## src/bfrd_pkg.sv

```systemverilog
// ----------------------------------------------------------------------------
// bfrd_pkg
// Types and constants shared by the block file record deframer.
// ----------------------------------------------------------------------------
package bfrd_pkg;

	typedef enum logic [1:0] {
		KIND_HEADER = 2'd0,
		KIND_END    = 2'd1,
		KIND_SMALL  = 2'd2
	} kind_t;

	// configuration register indexes
	localparam logic CFG_XOR_KEY = 1'b0;
	localparam logic CFG_MAGIC   = 1'b1;

	localparam logic [31:0] MAGIC_RESET = 32'hD9B4_BEF9;
	localparam logic [31:0] HDR_LEN     = 32'd80;

	typedef struct packed {
		logic [7:0] data_byte;
		logic       file_start;
	} in_item_t;

	typedef struct packed {
		kind_t       kind;
		logic [7:0]  header_byte;
		logic        header_last;
		logic [31:0] record_size;
		logic [31:0] record_offset;
	} result_t;

endpackage

```

## src/block_file_record_deframer.sv

```systemverilog
// ----------------------------------------------------------------------------
// block_file_record_deframer
// Splits a raw block file byte stream into records and emits the 80 header
// bytes of each record together with its size and file offset.
// ----------------------------------------------------------------------------
// One byte is taken per beat and every beat costs one clock: a byte is held in
// the input register, decoded combinationally against the record counters and
// its result, if any, lands in the output register, so a new byte can enter
// every cycle while the output keeps moving. A result held back by m_tready
// stalls the byte behind it, and the input stalls once that byte is waiting.
// A byte with s_tuser set restarts parsing at offset zero. Marker and size
// bytes and the 80 header bytes are XORed with the key, which restarts at each
// record. A marker mismatch reports end of records and a size below 80 reports
// a short record; both then drop bytes until the next file start. Payload
// bytes past the header give no beat.
module block_file_record_deframer
	import bfrd_pkg::*;
(
	input  logic        clk,
	input  logic        arst_n,
	// configuration
	input  logic        cfg_we,
	input  logic        cfg_index,
	input  logic [63:0] cfg_data,
	// byte input
	input  logic        s_tvalid,
	output logic        s_tready,
	input  logic [7:0]  s_tdata,   // data_byte
	input  logic        s_tuser,   // file_start
	// result output
	output logic        m_tvalid,
	input  logic        m_tready,
	output logic [71:0] m_tdata,   // header_byte, record_size, record_offset
	output logic [1:0]  m_tuser,   // result_kind
	output logic        m_tlast    // header_last
);

	logic [63:0] xor_key_q;
	logic [31:0] magic_q;

	logic        running_q;
	logic        in_payload_q;
	logic [31:0] rec_pos_q;
	logic [31:0] size_q;
	logic [31:0] file_pos_q;
	logic [31:0] rec_start_q;

	logic        valid_s1;
	in_item_t    item_s1;

	logic        out_valid_q;
	result_t     out_q;

	logic        adv;
	logic        go;

	// effective state for the byte in stage one
	logic        inp_e;
	logic [31:0] rp_e, sz_e, fp_e, rs_e;
	logic        live;

	logic        run_n, inp_n;
	logic [31:0] rp_n, sz_n, rs_n;
	logic [7:0]  kb, d, mb;
	logic [31:0] sz_acc;

	logic        res_valid;
	result_t     res;

	assign adv      = !out_valid_q || m_tready;
	assign go       = valid_s1 && adv;
	assign s_tready = !valid_s1 || adv;

	always_comb begin
		if (item_s1.file_start) begin
			inp_e = 1'b0;
			rp_e  = '0;
			sz_e  = '0;
			fp_e  = '0;
			rs_e  = '0;
		end else begin
			inp_e = in_payload_q;
			rp_e  = rec_pos_q;
			sz_e  = size_q;
			fp_e  = file_pos_q + 32'd1;
			rs_e  = rec_start_q;
		end
		live = item_s1.file_start || running_q;

		kb     = xor_key_q[{rp_e[2:0], 3'b000} +: 8];
		d      = item_s1.data_byte ^ kb;
		mb     = magic_q[{rp_e[1:0], 3'b000} +: 8];
		sz_acc = ((rp_e[1:0] == 2'd0) ? 32'd0 : sz_e) | ({24'b0, d} << {rp_e[1:0], 3'b000});

		run_n = live;
		inp_n = inp_e;
		rp_n  = rp_e;
		sz_n  = sz_e;
		rs_n  = rs_e;

		res_valid         = 1'b0;
		res.kind          = KIND_HEADER;
		res.header_byte   = '0;
		res.header_last   = 1'b0;
		res.record_size   = '0;
		res.record_offset = rs_e;

		if (live) begin
			if (!inp_e) begin
				if (!rp_e[2]) begin
					// marker bytes
					if (d != mb) begin
						res_valid = 1'b1;
						res.kind  = KIND_END;
						run_n     = 1'b0;
					end else begin
						rp_n = rp_e + 32'd1;
					end
				end else begin
					// little-endian size bytes
					sz_n = sz_acc;
					if (rp_e[1:0] == 2'd3) begin
						if (sz_acc < HDR_LEN) begin
							res_valid       = 1'b1;
							res.kind        = KIND_SMALL;
							res.record_size = sz_acc;
							run_n           = 1'b0;
						end else begin
							inp_n = 1'b1;
							rp_n  = '0;
						end
					end else begin
						rp_n = rp_e + 32'd1;
					end
				end
			end else begin
				if (rp_e < HDR_LEN) begin
					res_valid       = 1'b1;
					res.header_byte = d;
					res.header_last = (rp_e == HDR_LEN - 32'd1);
					res.record_size = sz_e;
				end
				if (rp_e == sz_e - 32'd1) begin
					rs_n  = fp_e + 32'd1;
					inp_n = 1'b0;
					rp_n  = '0;
				end else begin
					rp_n = rp_e + 32'd1;
				end
			end
		end
	end

	always_ff @(posedge clk or negedge arst_n) begin
		if (!arst_n) begin
			xor_key_q <= '0;
			magic_q   <= MAGIC_RESET;
		end else if (cfg_we) begin
			case (cfg_index)
				CFG_XOR_KEY: xor_key_q <= cfg_data;
				CFG_MAGIC:   magic_q   <= cfg_data[31:0];
				default:     ;
			endcase
		end
	end

	always_ff @(posedge clk or negedge arst_n) begin
		if (!arst_n) begin
			valid_s1 <= 1'b0;
		end else if (s_tready) begin
			valid_s1 <= s_tvalid;
		end
	end

	always_ff @(posedge clk) begin
		if (s_tready && s_tvalid) begin
			item_s1.data_byte  <= s_tdata;
			item_s1.file_start <= s_tuser;
		end
	end

	always_ff @(posedge clk or negedge arst_n) begin
		if (!arst_n) begin
			running_q    <= 1'b0;
			in_payload_q <= 1'b0;
			rec_pos_q    <= '0;
			size_q       <= '0;
			file_pos_q   <= '0;
			rec_start_q  <= '0;
		end else if (go && live) begin
			running_q    <= run_n;
			in_payload_q <= inp_n;
			rec_pos_q    <= rp_n;
			size_q       <= sz_n;
			file_pos_q   <= fp_e;
			rec_start_q  <= rs_n;
		end
	end

	always_ff @(posedge clk or negedge arst_n) begin
		if (!arst_n) begin
			out_valid_q <= 1'b0;
		end else if (adv) begin
			out_valid_q <= go && res_valid;
		end
	end

	always_ff @(posedge clk) begin
		if (go && res_valid) begin
			out_q <= res;
		end
	end

	assign m_tvalid = out_valid_q;
	assign m_tdata  = {out_q.record_offset, out_q.record_size, out_q.header_byte};
	assign m_tuser  = out_q.kind;
	assign m_tlast  = out_q.header_last;

	// an error result always stops parsing
	a_err_stops: assert property (@(posedge clk) disable iff (!arst_n)
		go && res_valid && res.kind != KIND_HEADER |=> !running_q)
		else $error("error result did not stop parsing");

	// payload is only entered with a size that covers the header
	a_payload_size: assert property (@(posedge clk) disable iff (!arst_n)
		in_payload_q |-> size_q >= HDR_LEN)
		else $error("payload entered with short size");

	// header last only on header beats
	a_last_kind: assert property (@(posedge clk) disable iff (!arst_n)
		m_tvalid && m_tlast |-> m_tuser == KIND_HEADER)
		else $error("header last on non-header beat");

	// marker and size prefix never runs past eight bytes
	a_prefix_len: assert property (@(posedge clk) disable iff (!arst_n)
		running_q && !in_payload_q |-> rec_pos_q < 32'd8)
		else $error("prefix position out of range");

endmodule

```

## config.mk

```make
export PLATFORM = sky130hd
export DESIGN_NAME = block_file_record_deframer
export DESIGN_NICKNAME = d
export VERILOG_FILES = /design/src/bfrd_pkg.sv /design/src/block_file_record_deframer.sv
export SDC_FILE = /design/constraint.sdc
export NUM_CORES = 1
export LEC_CHECK = 0
export ABC_AREA = 1
export BUFFER_PORTS_ARGS = -buffer_cell sky130_fd_sc_hd__buf_2
export CORE_MARGIN = 2
export CORE_UTILIZATION = 45
export DETAILED_ROUTE_END_ITERATION = 10
export PLACE_DENSITY_LB_ADDON = 0.2
export RECOVER_POWER = 25
export SYNTH_ARGS = -nofsm -noshare
export SYNTH_HDL_FRONTEND = slang
export SYNTH_SLANG_ARGS = --single-unit
export TNS_END_PERCENT = 1
```

## constraint.sdc

```tcl
create_clock -name clk -period 7.6 [get_ports clk]
set_input_delay 1.52 -clock clk [delete_from_list [all_inputs] [get_ports clk]]
set_output_delay 1.52 -clock clk [all_outputs]
set_load 0.005 [all_outputs]
```

==> results of run 1 <==
[worst register-to-register path: stages, from the launching register on]
cell and delay, ns:
edfxtp_1 0.43, inv_4 0.35, nand2_1 0.67, inv_2 0.76
nand3_1 0.17, nand3_1 0.12, nand2_1 0.07, nand2_1 0.07
nand2_1 0.22, nand3_1 0.14, nand2_1 0.10, nor2_1 0.10
nand2_1 0.06, nor2_1 0.13, nand2_1 0.09, nor2_2 0.26
nand3_1 0.11, nand2_1 0.33, nand2_1 0.09, nand2_1 0.07
nand2_1 0.09, clkinv_2 0.63, buf_4 0.53
[cell usage after synthesis, drive strengths merged]
| cell | n |
|---|---|
| xnor2 | 23 |
| o211ai | 4 |
| mux2 | 32 |
| or3 | 1 |
| nor3 | 64 |
| a22oi | 7 |
| clkinv | 3 |
| inv | 310 |
| and2 | 2 |
| dfrtp | 207 |
| o32ai | 4 |
| ha | 6 |
| edfxtp | 84 |
| nor3b | 3 |
| a21oi | 74 |
| xnor3 | 1 |
| and3 | 4 |
| xor2 | 64 |
| a31oi | 7 |
| clkbuf | 61 |
| nand4 | 73 |
| or2 | 8 |
| a211oi | 1 |
| nor4 | 13 |
| o31ai | 1 |
| nand2 | 826 |
| nor2 | 270 |
| o22ai | 8 |
| o21ai | 205 |
| a21o | 4 |
| nand3b | 6 |
| nand3 | 222 |
| dfstp | 21 |
| buf | 48 |
[final cells by class]
| cell class | instances | area [um2] | share of cell area |
|---|---|---|---|
| tap | 585 | 732 | 0.0336 |
| multi-input combinational | 1933 | 9500 | 0.436 |
| sequential | 312 | 8250 | 0.379 |
| clock inverter | 14 | 169 | 0.00775 |
| clock buffer | 54 | 1020 | 0.0468 |
| inverter | 313 | 1180 | 0.0542 |
| timing repair buffer | 173 | 927 | 0.0426 |
[kinds of logic after synthesis]
| group | share of synthesized area |
|---|---|
| compound gates | 0.0859 |
| xor+xnor | 0.0407 |
| fa+ha+maj | 0.00386 |
| buf+inv | 0.0880 |
| flops | 0.424 |
| mux | 0.0185 |
| simple gates | 0.339 |
[power breakdown]
part	switching, W	internal (W)	leakage, nW
clock	0.000749	0.00104	0.582
combinational	0.00246	0.00103	6.05
sequential	0.000227	0.00212	3.67
[per-stage QoR]
stage                     cells  worst slack [ns]  hold WS (ns)  cell area [um2]  total power, W
after detailed placement   3316              1.77         0.465            20600         0.00580
final                      3384              1.64         0.475            21800         0.00763
after floorplan            2667              2.93         0.448            19400         0.00476
after global placement     3316              1.87         0.462            20600         0.00576
after global routing       3384              1.17         0.498            21800         0.00814
after CTS                  3384              1.73         0.480            21800         0.00762
[metal layers]
metal / wire length [um] / vias to the layer above
met5: 0 / -
met4: 2550 / 0
met2: 31600 / 732
met1: 29200 / 8719
li1: - / 8844
met3: 4250 / 138
[worst paths after layout]
path	startpoint	to	slack, ns	cells after the start
max	item_s1[0]	m_tuser[0]	1.64	22
min	rec_start_q[23]	rec_start_q[23]	0.47	2
max reg2reg	item_s1[0]	m_tuser[0]	1.64	22
min reg2reg	rec_start_q[23]	rec_start_q[23]	0.47	2
max in group asynchronous	arst_n	rec_pos_q[15]	5.07	2
min in group asynchronous	arst_n	rec_start_q[9]	1.04	1
[state kept, by name, summed over array words and instances (netlist names)]
name / flops
file_pos_q: 32
in_payload_q: 1
item_s1: 9
m_tdata: 72
m_tlast: 1
m_tuser: 2
m_tvalid: 1
magic_q: 32
rec_pos_q: 32
rec_start_q: 32
running_q: 1
size_q: 32
valid_s1: 1
xor_key_q: 64
==> metrics.md, run 1 <==
| Metric | Value |
|---|---|
| Synth Area per Inst | 7.29 um2 |
| CTS tree | done |
| Global route overflow | 0 |
| Hpwl dp | 49100 um |
| Largest net degree at the start of global routing | 121 |
| Deepest clock path buffer count | 3 |
| Outcome | finished, violations left |
| Clock Latency Late Sink | 0.57 ns |
| Post-cts resize count | 0 |
| Yosys warning total | 0 |
| Core Area | 42900 um2 |
| Synth area leaders | dfrtp_1 (27%), nand2_1 (15%), edfxtp_1 (13%) |
| Yosys reg bits | 312 |
| Post-CTS Hold Buffers | 0 |
| Met2 Use GR | 0.504 |
| WS Path Type | register to register |
| CP arrival | 6.18 ns |
| DRC viols | 0 |
| DR WL/cell | 20.0 um |
| Final setup fails | 0 |
| Clk slew on worst S/H paths | 0.06 ns |
| Mapped Area | 19400 um2 |
| Cell family contributing the most delay on the critical path | simple AND/OR/NAND/NOR gates |
| Clock root buffer | clkbuf_16 |
| Fraction of layout cells with a size suffix above 1 | 0.139 |
| Cell repeated most along the worst path | nand2_1 |
| Synthesized instance count | 2667 |
| Via count | 18400 |
| Final period util | 0.784 |
| Port buffer count | 155 |
| Slew Viols, Final | 65 |
| RSZ-0062 raised after global routing | no |
| Final hold viol count | 0 |
| Slowest stage delay, CP | 0.75 ns |
| Post-layout min period | 5.96 ns |
| Worst path cell trace | inv_4, nand2_1, inv_2, nand3_1, nand3_1, nand2_1, nand2_1, nand2_1, nand3_1, nand2_1, nor2_1, nand2_1, nor2_1, nand2_1, nor2_2, nand3_1, nand2_1, nand2_1, nand2_1, nand2_1, clkinv_2, buf_4 |
| DRT Pass-1 Iters | 8 |
| Largest area contributor in the netlist | dfrtp_1 |
| Layout fillers | 4354 |
| Slew @ Worst Pin | 2.37 ns |
| Req. time, crit path | 7.82 ns |
| Global-route wire length before repair | 104000 um |
| Critical Path Slowest Stage Cell | inv_2 |
| CP Buf/Inv Count | 4 |
| Initial antenna violation count | 0 |
| Met1 Track Usage GR | 0.406 |
| Fin nets | 2855 |
| Standard-cell rows | 76 |
| # IOs | 156 |
| Num CTS Buffers | 37 |
| # clock sinks | 312 |
| Min-delay worst type | register to register |
| Post-CTS Setup Bufs | 0 |
| Most frequent cells in the layout | nand2_1 (785), inv_1 (293), nor2_1 (244) |
| Crit start category | register |
| Routability Congestion | 0.958 |
| DRT iter0 DRCs | 1768 |
| Starting Density | 0.454 |
| Sequential element share of the synthesized area | 0.424 |
| Via-per-instance ratio | 5.45 |
| Fin Clk Skew | 0.0310 ns |
| Die W | 212 um |
| Post-synth top area share | 0.266 |
| Chip height | 212 um |
| Post-route antenna net violation count | 0 |
| Vias in the first global route | 17800 |
| Worst slew margin | -0.580 |
| Max-Cap Viols | 1 |
| Final Core Density | 0.508 |
| Commonest non-fill, non-tap cell in the layout | nand2_1 |
| Critical path fanouts, max | 54 |
| Post-Route WL | 67600 um |
| Met3 usage | 0.0406 |
| Fmax | 168 MHz |
| DIE AREA | 44900 um2 |
| CP endpoint kind | register |
| LEAKAGE | 10.3 nW |
| Peak supply drop | 0.176 mV |
| Grt peak-use layer | met2 |
| Layout area overhead | 12.0% |
| CTS H-tree lvls | 2 |
| Synth cell types | 55 |
| GRT Util Overall | 0.304 |
| Failing checks | max-capacitance violations, max-slew violations |
| Sum of negative setup slack | 0 ns |
| Power Dens Cells | 350 nW/um2 |
| Post-synth net total | 2752 |
| Antenna cells | 0 |
(Power assumes the default switching activity.)
==> run 2: changes to the inputs <==
--- a/config.mk
+++ b/config.mk
@@ -5,7 +5,7 @@
 export SDC_FILE = /design/constraint.sdc
 export NUM_CORES = 1
 export LEC_CHECK = 0
-export ABC_AREA = 1
+export ABC_AREA = 0
 export BUFFER_PORTS_ARGS = -buffer_cell sky130_fd_sc_hd__buf_2
 export CORE_MARGIN = 2
 export CORE_UTILIZATION = 45
==> constraint.sdc (replaced) <==
create_clock -name clk -period 5.13 [get_ports clk]
set_input_delay 1.026 -clock clk [delete_from_list [all_inputs] [get_ports clk]]
set_output_delay 1.026 -clock clk [all_outputs]
set_load 0.005 [all_outputs]
==> metrics.md, run 2 <==
| Metric | Value |
|---|---|
| Layout fillers | 3600 |
| Slew Viols, Final | 206 |
| Largest net degree at the start of global routing | 119 |
| Dominant synthesized flop cell | dfrtp_1 |
| Critical path fanouts, max | 27 |
| Deepest clock path buffer count | 3 |
| Peak supply drop | 0.249 mV |
| Post-CTS Setup Bufs | 0 |
| Via count | 14600 |
| Hold WS | 0.491 ns |
| Post-cts resize count | 0 |
| RSZ-0062 raised after global routing | no |
| Final Non-Filler Cells | 2455 |
| DIE AREA | 40500 um2 |
| Failing checks | max-capacitance violations, max-slew violations |
| Post-Route WL | 52500 um |
| Post-CTS Hold Buffers | 0 |
| Synth cell types | 94 |
| CTS H-tree lvls | 2 |
| Global-route wire length before repair | 82600 um |
| Req. time, crit path | 5.54 ns |
| Vias in the first global route | 14200 |
| Chip height | 201 um |
| Worst reg2reg path startpoint | size_q[0] |
| Post-synth top area share | 0.296 |
| Cell repeated most along the worst path | buf_4 |
| Post-synth net total | 1877 |
| Cell family contributing the most delay on the critical path | simple AND/OR/NAND/NOR gates |
| Antenna cells | 0 |
| Final Core Density | 0.519 |
| Core Area | 38600 um2 |
| Num CTS Buffers | 36 |
| CP endpoint kind | register |
| HP Start | rec_start_q[7] |
| Flop-to-flop setup slack | 0.49 ns |
| Min-delay worst type | register to register |
| Clock Latency Late Sink | 0.56 ns |
| Most frequent cells in the layout | dfrtp_1 (207), nand2_1 (197), buf_2 (151) |
| Max-Cap Viols | 4 |
| Synth area leaders | dfrtp_1 (30%), edfxtp_1 (14%), mux2_2 (6.4%) |
| Synthesized instance count | 1792 |
| Slew @ Worst Pin | 2.95 ns |
| # clock sinks | 312 |
| Register Area | 8250 um2 |
| Outcome | finished, violations left |
| Fraction of registers with async set/reset | 0.731 |
| DR WL/cell | 21.4 um |
| Slowest stage delay, CP | 0.60 ns |
| Critical Path Slowest Stage Cell | or4_4 |
| GRT Util Overall | 0.258 |
| Die W | 201 um |
| Worst Setup SP | size_q[0] |
| Worst path cell trace | nand2_1, ha_1, nor4b_1, a21oi_1, buf_4, or4_1, and3_1, o41ai_1, nand4_1, or4_4, or2_1, buf_4, nand3_1, o21ai_1 |
| Yosys warning total | 0 |
| Fin Clk Skew | 0.0287 ns |
| Via-per-instance ratio | 5.96 |
| Hpwl dp | 38100 um |
| Sequential element share of the synthesized area | 0.471 |
| Initial antenna violation count | 2 |
| DRC viols | 0 |
| DRT iter0 DRCs | 1432 |
| Final hold viol count | 0 |
| Clock root buffer | clkbuf_16 |
| Standard-cell rows | 72 |
| Routability Congestion | 0.953 |
| # IOs | 156 |
| Cells after DPL | 2391 |
| Setup WS pre-CTS | 0.600 ns |
| Post-route antenna net violation count | 0 |
| Clk slew on worst S/H paths | 0.06 ns |
| LEAKAGE | 8.04 nW |
| WS Path Type | register to register |
| Power Dens Cells | 443 nW/um2 |
| DRT Pass-1 Iters | 8 |
| Global route overflow | 0 |
| Sum of negative setup slack | 0 ns |
| Layout area overhead | 14.2% |
| Commonest cells post-synth | dfrtp_1 (207), nand2_1 (197), nor2_1 (104), o21ai_0 (101), mux2_2 (99) |
| Port buffer count | 155 |
| Post-route worst setup slack | 0.486 ns |
| Fmax | 215 MHz |
| Commonest non-fill, non-tap cell in the layout | dfrtp_1 |
| Post-layout min period | 4.64 ns |
| Starting Density | 0.455 |
| Max reg flops | 72 |
| Largest area contributor in the netlist | dfrtp_1 |
| Fraction of layout cells with a size suffix above 1 | 0.208 |
| Most frequent cell after synthesis | dfrtp_1 |
| Fin nets | 1996 |
| Crit start category | register |
| Final setup fails | 0 |
| Worst slew margin | -0.966 |
| CTS tree | done |
| Final period util | 0.905 |
| Yosys reg bits | 312 |
| CP Buf/Inv Count | 2 |
| Area of the multi-input gates | 8650 um2 |
| Post-synth EDFFs | 84 |
| CP arrival | 5.05 ns |
| Mapped Area | 17500 um2 |
| Synth Area per Inst | 9.78 um2 |
-- run 2: changes by cell type after synthesis, sizes merged, moves of 45 or more --
cell,previous run,this run
nand2,826,197
inv,310,40
nor2,270,104
nand3,222,76
o21ai,205,122
mux2,32,100
nor2b,0,52
xnor2,23,71
nand4,73,27
and2,2,47
-- run 2: worst paths after layout --
path | endpoint | cells after the start
setup reg to reg | rec_start_q[28] | 14
min in group asynchronous | rec_start_q[28] | 1
setup / recovery | rec_start_q[28] | 14
hold reg to reg | rec_start_q[7] | 1
hold / removal | rec_start_q[7] | 1
max in group asynchronous | rec_pos_q[22] | 2
-- run 2: worst register-to-register path, cell delays in order, from the launching register on --
cell     delay, ns
dfrtp_1       0.44
nand2_1       0.15
ha_1          0.34
nor4b_1       0.40
a21oi_1       0.15
buf_4         0.22
or4_1         0.42
and3_1        0.19
o41ai_1       0.32
nand4_1       0.23
or4_4         0.60
or2_1         0.47
buf_4         0.33
nand3_1       0.13
o21ai_1       0.10
-- run 2: stage by stage --
step / cell area [um2] / power [W]
floorplan: 17500 / 0.00515
global placement: 18900 / 0.00622
detailed placement: 18900 / 0.00624
CTS: 20100 / 0.00889
global route: 20000 / 0.00931
finish: 20000 / 0.00887
-- run 2: layout make-up --
cell class | instances | area share
flip-flops and latches | 312 | 0.412
well taps | 518 | 0.0324
inverters | 40 | 0.00750
clock buffers | 55 | 0.0532
repair buffers | 199 | 0.0559
clock inverters | 9 | 0.00669
multi-input cells | 1322 | 0.432
-- run 2: cell families (layout without fill, tap and decap cells) --
group | after synthesis | after routing | share of synthesized area
buf+inv | 158 | 303 | 0.0368
xor+xnor | 107 | 107 | 0.0558
flops | 312 | 312 | 0.471
compound gates | 376 | 376 | 0.144
fa+ha+maj | 6 | 6 | 0.00428
mux | 122 | 122 | 0.0775
simple gates | 711 | 711 | 0.211
-- run 2: routing by layer --
layer	up-vias	global-route usage	wire length, um
li1	6777	-	-
met5	-	0	11
met4	2	0.0943	1680
met2	604	0.397	23500
met1	7135	0.362	23500
met3	103	0.0531	3920
-- run 2: report_power, final --
group | total [W] | switching, W | internal [W]
combinational | 0.00298 | 0.00185 | 0.00114
sequential | 0.00327 | 0.000325 | 0.00294
clock | 0.00263 | 0.00104 | 0.00159
